### config.mk
export PLATFORM = sky130hd
export DESIGN_NAME = ascii_hex_frame_receiver_top
export DESIGN_NICKNAME = d
export VERILOG_FILES = /design/src/sv/ahfr_pkg.sv /design/src/sv/ahfr_fifo.sv /design/src/sv/ahfr_front.sv /design/src/sv/ahfr_back.sv /design/src/sv/ascii_hex_frame_receiver_top.sv
export SDC_FILE = /design/constraint.sdc
export NUM_CORES = 1
export LEC_CHECK = 0
export BUFFER_PORTS_ARGS = -buffer_cell sky130_fd_sc_hd__buf_2
export CAP_MARGIN = 5
export CORE_ASPECT_RATIO = 1.5
export CORE_UTILIZATION = 54
export DETAILED_ROUTE_END_ITERATION = 8
export GPL_ROUTABILITY_DRIVEN = 0
export HOLD_SLACK_MARGIN = 0.05
export PLACE_DENSITY = 0.88
export SLEW_MARGIN = 20
export SYNTH_ARGS = -nofsm -noshare
export SYNTH_HDL_FRONTEND = slang
export SYNTH_HIERARCHICAL = 1
export SYNTH_SLANG_ARGS = --single-unit
### constraint.sdc
create_clock -name clock -period 4.8 [get_ports clock]
set_clock_uncertainty 0.15 [all_clocks]
set_input_delay 0.24 -clock clock [delete_from_list [all_inputs] [get_ports clock]]
set_output_delay 0.24 -clock clock [all_outputs]
set_load 0.01 [all_outputs]
### src/sv/ahfr_pkg.sv
// package for the ascii hex frame receiver: types, codes, constants and the nibble rule
// used by every module of the block except the generic queue; depends on nothing
`default_nettype none

package ahfr_pkg;

   // frame delimiters
   localparam logic [7:0] SOF_CHAR = 8'h7E;
   localparam logic [7:0] EOF_CHAR = 8'h0D;

   // default frame length limit in characters, and the width of the character counter
   localparam int MAX_FRAME_CHARS_DEF = 2048;
   localparam int CHAR_COUNT_W        = 12;

   // depth of the request queue and of the result queue
   localparam int QUEUE_DEPTH = 2;

   // timeout register reset value and the configuration register index
   localparam logic [15:0] IDLE_TIMEOUT_RESET = 16'd150;
   localparam logic        REG_IDLE_TIMEOUT   = 1'b0;

   // request classes produced by the front end
   typedef enum logic [1:0] {
      OP_TICK = 2'd0,
      OP_SOF  = 2'd1,
      OP_EOF  = 2'd2,
      OP_BODY = 2'd3
   } op_code_type;

   // report codes
   typedef enum logic [2:0] {
      ST_OK        = 3'd0,
      ST_BAD_START = 3'd1,
      ST_OVERSIZE  = 3'd2,
      ST_CHECKSUM  = 3'd3,
      ST_TOO_SHORT = 3'd4,
      ST_DEV_ERROR = 3'd5,
      ST_TIMEOUT   = 3'd6
   } status_type;

   // classified request, front to back
   typedef struct packed {
      op_code_type op;
      logic [7:0]  ch;
   } op_type;

   // one result item
   typedef struct packed {
      logic       is_end;
      logic [7:0] data_byte;
      logic [9:0] byte_index;
      status_type status;
      logic [7:0] device_error;
      logic [7:0] source_address;
   } result_type;

   // unchecked nibble rule: digits by subtraction, anything else by the low three bits
   function automatic logic [7:0] nib(input logic [7:0] c);
      logic [7:0] r;
      if (c <= 8'h39) r = c - 8'h30;
      else            r = {5'd0, c[2:0]} + 8'd9;
      return r;
   endfunction

   // pair of characters to one byte, high nibble keeps only its low four bits
   function automatic logic [7:0] hexpair(input logic [7:0] a, input logic [7:0] b);
      logic [7:0] na;
      na = nib(a);
      return {na[3:0], 4'd0} + nib(b);
   endfunction

endpackage

`default_nettype wire

### src/sv/ahfr_fifo.sv
// small register queue with a first-word-fall-through head
// generic in width and depth; depends on nothing
`default_nettype none

module ahfr_fifo #(
   parameter int WIDTH = 8,
   parameter int DEPTH = 2
) (
   input  wire logic             clock,
   input  wire logic             reset,
   input  wire logic             wr_en,
   input  wire logic [WIDTH-1:0] wr_data,
   output logic                  full,
   input  wire logic             rd_en,
   output logic [WIDTH-1:0]      rd_data,
   output logic                  empty
);

   localparam int PTR_W = (DEPTH > 1) ? $clog2(DEPTH) : 1;
   localparam int CNT_W = $clog2(DEPTH + 1);

   logic [WIDTH-1:0] mem_ff [DEPTH];
   logic [PTR_W-1:0] wr_ptr_ff, wr_ptr_in;
   logic [PTR_W-1:0] rd_ptr_ff, rd_ptr_in;
   logic [CNT_W-1:0] count_ff,  count_in;
   logic             do_wr, do_rd;

   assign full    = (count_ff == CNT_W'(DEPTH));
   assign empty   = (count_ff == '0);
   assign rd_data = mem_ff[rd_ptr_ff];
   assign do_wr   = wr_en && !full;
   assign do_rd   = rd_en && !empty;

   // pointer and fill count update
   always_comb begin
      wr_ptr_in = wr_ptr_ff;
      rd_ptr_in = rd_ptr_ff;
      count_in  = count_ff;
      if (do_wr) begin
         wr_ptr_in = (wr_ptr_ff == PTR_W'(DEPTH - 1)) ? '0 : wr_ptr_ff + 1'b1;
      end
      if (do_rd) begin
         rd_ptr_in = (rd_ptr_ff == PTR_W'(DEPTH - 1)) ? '0 : rd_ptr_ff + 1'b1;
      end
      if (do_wr && !do_rd) begin
         count_in = count_ff + 1'b1;
      end else if (do_rd && !do_wr) begin
         count_in = count_ff - 1'b1;
      end
   end

   always_ff @(posedge clock) begin
      if (reset) begin
         wr_ptr_ff <= '0;
         rd_ptr_ff <= '0;
         count_ff  <= '0;
      end else begin
         wr_ptr_ff <= wr_ptr_in;
         rd_ptr_ff <= rd_ptr_in;
         count_ff  <= count_in;
      end
   end

   // storage, no reset
   always_ff @(posedge clock) begin
      if (do_wr) begin
         mem_ff[wr_ptr_ff] <= wr_data;
      end
   end

endmodule

`default_nettype wire

### src/sv/ahfr_front.sv
// front end: accepts requests, classifies them and queues them for the back end
// depends on ahfr_pkg and ahfr_fifo
`default_nettype none

module ahfr_front
   import ahfr_pkg::*;
(
   input  wire logic       clock,
   input  wire logic       reset,
   input  wire logic       push,
   output logic            full,
   input  wire logic       req_kind,
   input  wire logic [7:0] req_rx_char,
   output op_type          op,
   output logic            op_valid,
   input  wire logic       op_pop
);

   op_type cls;
   logic   op_empty;
   logic [$bits(op_type)-1:0] head_bits;

   // classify the request: tick, frame start, frame end or plain character
   always_comb begin
      cls.ch = req_rx_char;
      if (req_kind) begin
         cls.op = OP_TICK;
      end else if (req_rx_char == SOF_CHAR) begin
         cls.op = OP_SOF;
      end else if (req_rx_char == EOF_CHAR) begin
         cls.op = OP_EOF;
      end else begin
         cls.op = OP_BODY;
      end
   end

   // request queue between front and back
   ahfr_fifo #(
      .WIDTH ($bits(op_type)),
      .DEPTH (QUEUE_DEPTH)
   ) u_req_q (
      .clock   (clock),
      .reset   (reset),
      .wr_en   (push),
      .wr_data (cls),
      .full    (full),
      .rd_en   (op_pop),
      .rd_data (head_bits),
      .empty   (op_empty)
   );

   assign op       = op_type'(head_bits);
   assign op_valid = !op_empty;

endmodule

`default_nettype wire

### src/sv/ahfr_back.sv
// back end: frame state, lookahead, checksum, pair decoding and reports, with the result queue
// depends on ahfr_pkg and ahfr_fifo
`default_nettype none

module ahfr_back
   import ahfr_pkg::*;
#(
   parameter int MAX_FRAME_CHARS = MAX_FRAME_CHARS_DEF
) (
   input  wire logic        clock,
   input  wire logic        reset,
   input  wire logic [15:0] idle_timeout,
   input  wire op_type      op,
   input  wire logic        op_valid,
   output logic             op_pop,
   output result_type       rsp,
   output logic             empty,
   input  wire logic        pop
);

   localparam logic [CHAR_COUNT_W-1:0] MAX_CHARS = CHAR_COUNT_W'(MAX_FRAME_CHARS);

   logic                    in_frame_ff,   in_frame_in;
   logic [CHAR_COUNT_W-1:0] char_count_ff, char_count_in;
   logic [15:0]             sum_ff,        sum_in;
   logic [7:0]              look_ff [4];
   logic [7:0]              look_in [4];
   logic [3:0]              hi_nib_ff,     hi_nib_in;
   logic [9:0]              dec_count_ff,  dec_count_in;
   logic [7:0]              err_ff,        err_in;
   logic [7:0]              addr_ff,       addr_in;
   logic [15:0]             idle_ff,       idle_in;
   logic                    long_ff,       long_in;

   logic        go;
   logic        res_full;
   logic        res_valid;
   result_type  res;
   logic [15:0] idle_inc;
   logic [15:0] want;
   logic [15:0] got;
   logic [7:0]  old_nib;
   logic [7:0]  dec_byte;
   logic [$bits(result_type)-1:0] rsp_bits;

   assign go      = op_valid && !res_full;
   assign op_pop  = go;
   assign idle_inc = (idle_ff == 16'hFFFF) ? idle_ff : idle_ff + 16'd1;
   assign want    = ~sum_ff + 16'd1;
   assign got     = {hexpair(look_ff[0], look_ff[1]), hexpair(look_ff[2], look_ff[3])};
   assign old_nib = nib(look_ff[0]);
   assign dec_byte = {hi_nib_ff, 4'd0} + old_nib;

   // execute one request
   always_comb begin
      in_frame_in   = in_frame_ff;
      char_count_in = char_count_ff;
      sum_in        = sum_ff;
      look_in       = look_ff;
      hi_nib_in     = hi_nib_ff;
      dec_count_in  = dec_count_ff;
      err_in        = err_ff;
      addr_in       = addr_ff;
      idle_in       = idle_ff;
      long_in       = long_ff;
      res_valid     = 1'b0;
      res           = '0;
      res.status    = ST_OK;

      if (go) begin
         unique case (op.op) inside
            OP_TICK: begin
               // idle timer, drops a partial frame when it runs past the limit
               if (idle_inc > idle_timeout) begin
                  idle_in = '0;
                  if (in_frame_ff) begin
                     in_frame_in = 1'b0;
                     res_valid   = 1'b1;
                     res.is_end  = 1'b1;
                     res.status  = ST_TIMEOUT;
                  end
               end else begin
                  idle_in = idle_inc;
               end
            end
            OP_SOF, OP_EOF, OP_BODY: begin
               if (!in_frame_ff) begin
                  // hunting for a frame start
                  if (op.op == OP_SOF) begin
                     in_frame_in   = 1'b1;
                     char_count_in = CHAR_COUNT_W'(1);
                     sum_in        = '0;
                     look_in       = '{default: 8'd0};
                     hi_nib_in     = '0;
                     dec_count_in  = '0;
                     err_in        = '0;
                     addr_in       = '0;
                     long_in       = 1'b0;
                     idle_in       = '0;
                  end else begin
                     res_valid  = 1'b1;
                     res.is_end = 1'b1;
                     res.status = ST_BAD_START;
                  end
               end else if (op.op == OP_EOF) begin
                  // frame end report
                  in_frame_in = 1'b0;
                  res_valid   = 1'b1;
                  res.is_end  = 1'b1;
                  if (long_ff) begin
                     res.status = ST_OVERSIZE;
                  end else if (want != got) begin
                     res.status = ST_CHECKSUM;
                  end else if (dec_count_ff < 10'd8) begin
                     res.status = ST_TOO_SHORT;
                  end else if (err_ff != 8'd0) begin
                     res.status       = ST_DEV_ERROR;
                     res.device_error = err_ff;
                  end else begin
                     res.status         = ST_OK;
                     res.source_address = addr_ff;
                  end
               end else begin
                  // body character through the lookahead
                  idle_in = '0;
                  if (long_ff || char_count_ff >= MAX_CHARS) begin
                     long_in = 1'b1;
                  end else begin
                     char_count_in = char_count_ff + 1'b1;
                     look_in[0]    = look_ff[1];
                     look_in[1]    = look_ff[2];
                     look_in[2]    = look_ff[3];
                     look_in[3]    = op.ch;
                     if (char_count_ff >= CHAR_COUNT_W'(5)) begin
                        sum_in = sum_ff + {8'd0, look_ff[0]};
                        if (char_count_ff[0]) begin
                           hi_nib_in = old_nib[3:0];
                        end else if (dec_count_ff != 10'h3FF) begin
                           if (dec_count_ff == 10'd3) begin
                              err_in = dec_byte;
                           end
                           if (dec_count_ff == 10'd7) begin
                              addr_in = dec_byte;
                           end
                           dec_count_in   = dec_count_ff + 10'd1;
                           res_valid      = 1'b1;
                           res.data_byte  = dec_byte;
                           res.byte_index = dec_count_ff;
                        end
                     end
                  end
               end
            end
            default: begin
            end
         endcase
      end
   end

   always_ff @(posedge clock) begin
      if (reset) begin
         in_frame_ff   <= 1'b0;
         char_count_ff <= '0;
         sum_ff        <= '0;
         look_ff       <= '{default: 8'd0};
         hi_nib_ff     <= '0;
         dec_count_ff  <= '0;
         err_ff        <= '0;
         addr_ff       <= '0;
         idle_ff       <= '0;
         long_ff       <= 1'b0;
      end else begin
         in_frame_ff   <= in_frame_in;
         char_count_ff <= char_count_in;
         sum_ff        <= sum_in;
         look_ff       <= look_in;
         hi_nib_ff     <= hi_nib_in;
         dec_count_ff  <= dec_count_in;
         err_ff        <= err_in;
         addr_ff       <= addr_in;
         idle_ff       <= idle_in;
         long_ff       <= long_in;
      end
   end

   // result queue toward the consumer
   ahfr_fifo #(
      .WIDTH ($bits(result_type)),
      .DEPTH (QUEUE_DEPTH)
   ) u_rsp_q (
      .clock   (clock),
      .reset   (reset),
      .wr_en   (res_valid),
      .wr_data (res),
      .full    (res_full),
      .rd_en   (pop),
      .rd_data (rsp_bits),
      .empty   (empty)
   );

   assign rsp = result_type'(rsp_bits);

endmodule

`default_nettype wire

### src/sv/ascii_hex_frame_receiver_top.sv
// top level of the ascii hex frame receiver: register port and the front and back ends
// depends on ahfr_pkg, ahfr_front and ahfr_back
//
// Requests enter through push/full: req_kind 0 carries a received character in req_rx_char,
// req_kind 1 is a one millisecond tick. Results leave through empty/pop: either a decoded
// data byte with its index in the frame, or an end report (status, device error code,
// source address). A frame opens at 0x7E and closes at 0x0D; the last four hex characters
// are the checksum.
// Throughput is one request per cycle while the result queue has room. When both queues are
// empty, an accepted request shows at the head of the request queue, the back end's state
// update writes its result into the result queue, and from there it is on the rsp_ ports.
// Each request produces at most one result. When pop stays low the result queue fills, the
// back end stops, the request queue fills behind it and full rises after two more requests.
// Reset (synchronous) empties both queues, leaves the receiver out of frame, clears the idle
// timer and sets idle_timeout_ms to 150. The timeout register sits at byte address 0. The
// user must write it only while no request is in flight; the block does not enforce this.
`default_nettype none

module ascii_hex_frame_receiver_top
   import ahfr_pkg::*;
#(
   parameter int MAX_FRAME_CHARS = MAX_FRAME_CHARS_DEF
) (
   input  wire logic        clock,
   input  wire logic        reset,
   input  wire logic        push,
   output logic             full,
   input  wire logic        req_kind,
   input  wire logic [7:0]  req_rx_char,
   output logic             empty,
   input  wire logic        pop,
   output logic             rsp_is_end,
   output logic [7:0]       rsp_data_byte,
   output logic [9:0]       rsp_byte_index,
   output logic [2:0]       rsp_status,
   output logic [7:0]       rsp_device_error,
   output logic [7:0]       rsp_source_address,
   input  wire logic        psel,
   input  wire logic        penable,
   input  wire logic        pwrite,
   input  wire logic [2:0]  paddr,
   input  wire logic [31:0] pwdata,
   output logic [31:0]      prdata,
   output logic             pready
);

   logic [15:0] timeout_ff, timeout_in;
   logic        csr_wr;
   op_type      op;
   logic        op_valid;
   logic        op_pop;
   result_type  rsp;

   // register port
   assign pready = 1'b1;
   assign csr_wr = psel && penable && pwrite;

   always_comb begin
      timeout_in = timeout_ff;
      if (csr_wr && paddr[2] == REG_IDLE_TIMEOUT) begin
         timeout_in = pwdata[15:0];
      end
   end

   always_comb begin
      prdata = '0;
      if (paddr[2] == REG_IDLE_TIMEOUT) begin
         prdata = {16'd0, timeout_ff};
      end
   end

   always_ff @(posedge clock) begin
      if (reset) begin
         timeout_ff <= IDLE_TIMEOUT_RESET;
      end else begin
         timeout_ff <= timeout_in;
      end
   end

   ahfr_front u_front (
      .clock       (clock),
      .reset       (reset),
      .push        (push),
      .full        (full),
      .req_kind    (req_kind),
      .req_rx_char (req_rx_char),
      .op          (op),
      .op_valid    (op_valid),
      .op_pop      (op_pop)
   );

   ahfr_back #(
      .MAX_FRAME_CHARS (MAX_FRAME_CHARS)
   ) u_back (
      .clock        (clock),
      .reset        (reset),
      .idle_timeout (timeout_ff),
      .op           (op),
      .op_valid     (op_valid),
      .op_pop       (op_pop),
      .rsp          (rsp),
      .empty        (empty),
      .pop          (pop)
   );

   // result fields
   assign rsp_is_end         = rsp.is_end;
   assign rsp_data_byte      = rsp.data_byte;
   assign rsp_byte_index     = rsp.byte_index;
   assign rsp_status         = rsp.status;
   assign rsp_device_error   = rsp.device_error;
   assign rsp_source_address = rsp.source_address;

endmodule

`default_nettype wire

## After elaboration in Yosys (flattened, before gate mapping)

Memory sizes are Yosys's and may differ from the RTL's. A register that Yosys moved wholly into a read port is not among the register bits.
Index checks and enable logic that the tools add are counted.

| storage, ports and cells | value |
|---|---|
| output and inout port bits | 73 |
| register bits after elaboration | 132 |
| memory bits (writable) | 96 |
| memories | 2 |
| input bits | 51 |

| cells by class | value |
|---|---|
| $add $sub $neg | 24 |
| muxes and demuxes | 118 |
| equality and inequality tests | 24 |
| reduce and logical (&&, ||, !) cells | 39 |
| $lt $le $gt $ge | 8 |
| bitwise operators | 2 |

Memories:

| memory | words | width | read ports | clocked after memory_dff | wr ports | RTL line | source |
|---|---|---|---|---|---|---|---|
| u_back.u_rsp_q.mem_ff | 2 | 38 | 1 | 1 | 1 | ahfr_fifo.sv:22 | `logic [WIDTH-1:0] mem_ff [DEPTH];` |
| u_front.u_req_q.mem_ff | 2 | 10 | 1 | 1 | 1 | ahfr_fifo.sv:22 |  |

Operators with widths:

| kind | number |
|---|---|
| 16-bit two-way mux | 15 |
| 8-bit two-way mux | 20 |
| 32-bit two-way mux | 4 |
| 18-bit two-way mux | 7 |
| 10-bit two-way mux | 7 |
| 12-bit two-way mux | 4 |
| 38-bit two-way mux | 1 |
| 1-bit two-way mux | 34 |
| 16-bit by 1-bit adder with 16-bit output (second input constant) | 2 |
| 8-bit by 6-bit less-or-equal comparator with 1-bit output (second input constant) | 4 |
| 16-bit case mux with 2 select lines | 1 |
| 4-bit two-way mux | 7 |
| 8-bit adder | 3 |
| 8-bit by 6-bit subtractor with 8-bit output (second input constant) | 3 |
| 3-bit two-way mux | 7 |
| 2-bit != test (second input constant) | 10 |
| 19-bit two-way mux | 1 |
| 9-bit AND reduction | 2 |
| 16-bit by 8-bit adder with 16-bit output | 1 |
| 16-bit equality test (second input constant) | 1 |
| 16-bit greater-than comparator | 1 |
| 16-bit != test | 1 |
| 16-bit inverter | 1 |
| 3-bit by 4-bit adder with 5-bit output (second input constant) | 3 |
| 36 further kinds | 75 |

## Longest topological paths before layout

| logic depth | value |
|---|---|
| depth after elaboration | 14 |
| gate-level depth with buffers | 21 |

## By module

Netlist, hierarchy kept.

Modules (own cells, without submodules):

| module | times used | area an instance (um^2) | cells each |
|---|---|---|---|
| ahfr_back | 1 | 7175.6 | 883 |
| ahfr_fifo at u_back.u_rsp_q | 1 | 2955.3 | 143 |
| ascii_hex_frame_receiver_top | 1 | 967.2 | 106 |
| ahfr_fifo at u_front.u_req_q | 1 | 935.9 | 56 |
| ahfr_front | 1 | 63.8 | 8 |

## Worst setup path before layout

Ideal clock, no wire load.

| path | value |
|---|---|
| path type | reg2reg |
| start point | register u_back.idle_ff[3] |
| end point | memory u_back/u_rsp_q/mem_ff[0][0] (netlist name) (enable) |
| arrival time | 4.533 ns |
| cell stages (with the launch flop) | 19 |
| data required time | 4.257 ns |
| library setup time | 0.393 ns |
| path slack | -0.276 ns |
| cell sequence | dfxtp_1 and4_1 nand4_1 nor3_1 nand4_1 nand4_1 nor3_1 xor2_1 ha_1 nand2_1 o21ai_0 o21ai_0 a21o_1 a31oi_1 a21oi_1 o21ai_0 inv_1 or3_1 inv_1 |

| on the way | value |
|---|---|
| word-level cells in the longest chain between the ends | 9 |
| elaborated cells on any way between the ends | 10 |

RTL lines:

| what | RTL line | source |
|---|---|---|
| start, declared | ahfr_back.sv:32 | `logic [15:0] idle_ff, idle_in;` |
| start signal, assigned | ahfr_back.sv:181 | `idle_ff <= idle_in;` |
| 16-bit by 1-bit adder with 16-bit output or 16-bit equality test (tied branches) | ahfr_back.sv:48 | `assign idle_inc = (idle_ff == 16'hFFFF) ? idle_ff : idle_ff + 16'd1;` |
| 16-bit two-way mux * | ahfr_back.sv:48 |  |
| 16-bit greater-than comparator * | ahfr_back.sv:74 | `if (idle_inc > idle_timeout) begin` |
| 1-bit two-way mux * | ahfr_back.sv:74 |  |
| 1-bit case mux with 2 select lines * | ahfr_back.sv:71 | `unique case (op.op) inside` |
| 1-bit two-way mux * | ahfr_back.sv:70 | `if (go) begin` |
| named net u_back.res_valid | ahfr_back.sv:37 | `logic res_valid;` |
| 1-bit logical AND * | ahfr_fifo.sv:31 | `assign do_wr = wr_en && !full;` |
| 1-bit two-way mux * | ahfr_fifo.sv:66 | `if (do_wr) begin` |
| 1-bit two-way mux (not written as such) * | ahfr_fifo.sv:67 | `mem_ff[wr_ptr_ff] <= wr_data;` |
| end, declared | ahfr_fifo.sv:22 |  |

The timed path passes the listed nets; every way through them passes the cells marked *.

==> flow_metrics.tcl <==
set metrics [dict create \
    stdcell_count 1611 \
    fin_area_mm2 0.0140 \
    max_freq_mhz 216 \
    dpl_cell_area_mm2 0.0128 \
    grt_pass1_vias 9329 \
    hold_viol 0 \
    tightest_slew_ns 1.07 \
    crit_path_max_incr_delay_ns 0.49 \
    worst-path-buf-inv 3 \
    drc_errors 0 \
    detail_route.vias_per_cell 5.88 \
    required_ns 5.01 \
    grt_pass1_wl_um 44000 \
    final_core_utilization 0.641 \
    max_slew_margin 0.283 \
    cpMaxStageDelayCell "dfxtp_1" \
    vias 9480 \
    critPathMaxFanout 8 \
    core_mm2 0.0218 \
    avgSynthCellArea_um2 10.1 \
    r2r_slack_ns 0.18 \
    whs_ns 0.318 \
    crit_family "simple AND/OR/NAND/NOR gates" \
    antenna_left 0 \
    setup_tns_ns 0 \
    drv_slew 0 \
    topRoutingLayerUsed "met4" \
    clk_pin_slew_ns 0.07 \
    grt_max_degree 79 \
    crit_chain "inv_1 -> ha_1 -> o21bai_1 -> a311o_1 -> nor2_1 -> a21oi_1 -> inv_1 -> ha_1 -> a21o_1 -> a21oi_1 -> xnor2_1 -> xnor3_2 -> nor4b_4 -> nand4b_4 -> nor4_4 -> buf_4 -> and2_1" \
    rows 66 \
    numCtsBuffers 22 \
    ys_ff_latch 230 \
    end_kind "flip-flop" \
    vdd.ir_drop.worst_uv 345 \
    synth_ff_type "dfxtp_1" \
    io-pin-count 124 \
    grtUsageTotal 0.231 \
    ys_async_sr_fraction 0 \
    drv_cap 0 \
    synth-edff-count 96 \
    power_leakage_uw 0.00559 \
    cts_tree "yes" \
    first_pass_iters 6 \
    cts.htree.levels 1 \
    fin_nets 1438 \
    overflow 0 \
    ys_warn_count 6 \
    die_w_um 124 \
    arrival_ns 4.83 \
    wl_um 27500 \
    cts_sinks 230 \
    met3_length_um 1340 \
    p_per_area_mw_per_mm2 384 \
    synth_cells 1196 \
    start_kind "flip-flop" \
    n_antenna_cell 0 \
    fin_crit_sh 0.963 \
    port_buffers 88 \
    syn_area_mm2 0.0121 \
    synthDistinctLibCells 77 \
    hp-class "in2reg" \
    die-area_mm2 0.0230 \
    cts-root-buf "clkbuf_16" \
    antenna_found_initial 0 \
    start_util 0.555 \
    clockBufferDepth 3 \
    setup_violations 0 \
    path_class "reg2reg" \
    place_inst 1531 \
    area.growth.synth_to_final_pct 15.6 \
    ys_seq_area_frac 0.460 \
    clkLatencyLatePin_ns 0.51 \
    period_minus_slack_ns 4.62 \
    nFillCells 1622 \
    wl_per_cell_um 17.1 \
    fp.dieH_um 185 \
    layout-drive-gt1-share 0.181 \
    dp_hpwl_um 18500 \
    wl_met1_um 10300 \
    status "completed" \
    wl_met2_um 14700 \
    drtIter0Drc 693 \
]
==> sequential cells by signal, indices dropped and copies added, names as in the netlist, 2 cells and up, named ones only <==
signal,count
u_back/u_rsp_q/mem_ff,76
u_back/look_ff,32
u_front/u_req_q/mem_ff,20
timeout_ff,16
u_back/idle_ff,16
u_back/sum_ff,16
u_back/char_count_ff,12
u_back/dec_count_ff,10
u_back/addr_ff,8
u_back/err_ff,8
u_back/hi_nib_ff,4
u_back/u_rsp_q/count_ff,2
u_front/u_req_q/count_ff,2
==> cells in the final DEF, fill, tap and decap left out, types with 5 or more instances in the layout <==
cell,count
a21o_1,10
a21oi_1,51
a22o_1,8
a22oi_1,41
a31oi_1,5
and2_1,21
and2b_2,6
and3_1,25
buf_2,87
buf_4,29
clkbuf_16,25
clkinv_1,6
conb_1,17
dfxtp_1,132
dlygate4sd3_1,34
edfxtp_1,96
ha_1,60
inv_1,59
mux2_2,48
mux2i_1,33
nand2_1,60
nand2b_1,26
nand3_1,37
nand4_1,19
nor2_1,135
nor2b_1,14
nor3_1,19
nor3b_1,5
nor4_1,6
o21a_1,5
o21ai_0,40
o21bai_1,5
or3_1,12
xnor2_1,33
xor2_1,39
==> cells by family (layout without fill, tap and decap cells) <==
logic type | count (synthesis) | after routing | synth area share
and+or+nand+nor | 416 | 416 | 0.183
DFF | 230 | 230 | 0.460
AOI/OAI and AO/OA | 202 | 202 | 0.110
buffers and inverters | 126 | 254 | 0.0485
muxes | 81 | 81 | 0.0720
xor gates and xnor gates | 75 | 75 | 0.0573
adders and majority gates | 64 | 64 | 0.0687
other | 2 | 17 | 0.000621
==> stage by stage <==
| stage | setup WS [ns] | power, µW |
|---|---|---|
| after detailed placement | 0.155 | 3560 |
| after CTS | 0.104 | 5350 |
| final | 0.180 | 5370 |
| after global routing | -0.0458 | 5570 |
| after global placement | 0.249 | 3510 |
| after floorplan | 0.0365 | 3190 |
==> cell usage after synthesis, types with 6 or more instances <==
cell | count | area share
nand2b_1 | 26 | 0.013
and3_1 | 25 | 0.013
mux2_2 | 48 | 0.045
dfxtp_1 | 134 | 0.22
ha_1 | 60 | 0.062
or3_1 | 12 | 0.0062
nor2b_1 | 14 | 0.0072
inv_1 | 60 | 0.019
clkbuf_1 | 37 | 0.011
and2b_2 | 6 | 0.0043
nand2_1 | 60 | 0.019
a21o_1 | 10 | 0.0062
mux2i_1 | 33 | 0.027
buf_4 | 21 | 0.013
a22o_1 | 8 | 0.0058
nand4_1 | 19 | 0.0098
xnor2_1 | 33 | 0.024
o21ai_0 | 42 | 0.017
nor4_1 | 6 | 0.0031
a22oi_1 | 41 | 0.025
edfxtp_1 | 96 | 0.24
xor2_1 | 39 | 0.028
nor3_1 | 21 | 0.0087
a21oi_1 | 51 | 0.021
nand3_1 | 37 | 0.015
a31oi_1 | 6 | 0.0031
and2_1 | 22 | 0.011
nor2_1 | 136 | 0.042
==> worst register-to-register path: stages, from the launching register on <==
cell and delay [ns]:
dfxtp_1 0.49, inv_1 0.13, ha_1 0.23, o21bai_1 0.13
a311o_1 0.38, nor2_1 0.09, a21oi_1 0.18, inv_1 0.12
ha_1 0.32, a21o_1 0.18, a21oi_1 0.20, xnor2_1 0.15
xnor3_2 0.46, nor4b_4 0.37, nand4b_4 0.20, nor4_4 0.32
buf_4 0.21, and2_1 0.18
==> final timing paths <==
path	start	to	depth (start not counted)
hold reg to reg	u_back/err_ff[1]	u_back/err_ff[1]	2
setup reg to reg	u_back/look_ff[24]	u_back/u_rsp_q/mem_ff[0][6]	17
setup / recovery	u_back/look_ff[24]	u_back/u_rsp_q/mem_ff[0][6]	17
hold / removal	req_rx_char[2]	u_front/u_req_q/mem_ff[1][2]	2
==> power by group <==
group	switching, µW	internal (µW)	leakage [µW]
combinational	754	495	0.00327
sequential	90.7	2250	0.00195
clock	736	1050	0.000366
==> layout make-up <==
| type | instances | area, µm² | area share |
|---|---|---|---|
| clock buffer | 29 | 639 | 0.0457 |
| clock inverter | 11 | 103 | 0.00734 |
| inverter | 61 | 233 | 0.0166 |
| multi-input combinational | 855 | 6040 | 0.432 |
| sequential | 230 | 5570 | 0.398 |
| tap | 272 | 340 | 0.0243 |
| timing repair buffer | 153 | 1060 | 0.0757 |
==> timing repair <==
action	in CTS	in global routing
resized for setup	0	11
setup endpoints to repair	0	115
hold buffers	34	0
hold endpoints to repair	44	0
buffers inserted	0	5
==> routing by layer <==
layer  global-route usage  up-vias
met3               0.0277       99
met2                0.448      349
met1                0.245     4561
met4                0.115        0
li1                     -     4471
met5                    0        -
Note: power is estimated with default switching activity, not from simulation.
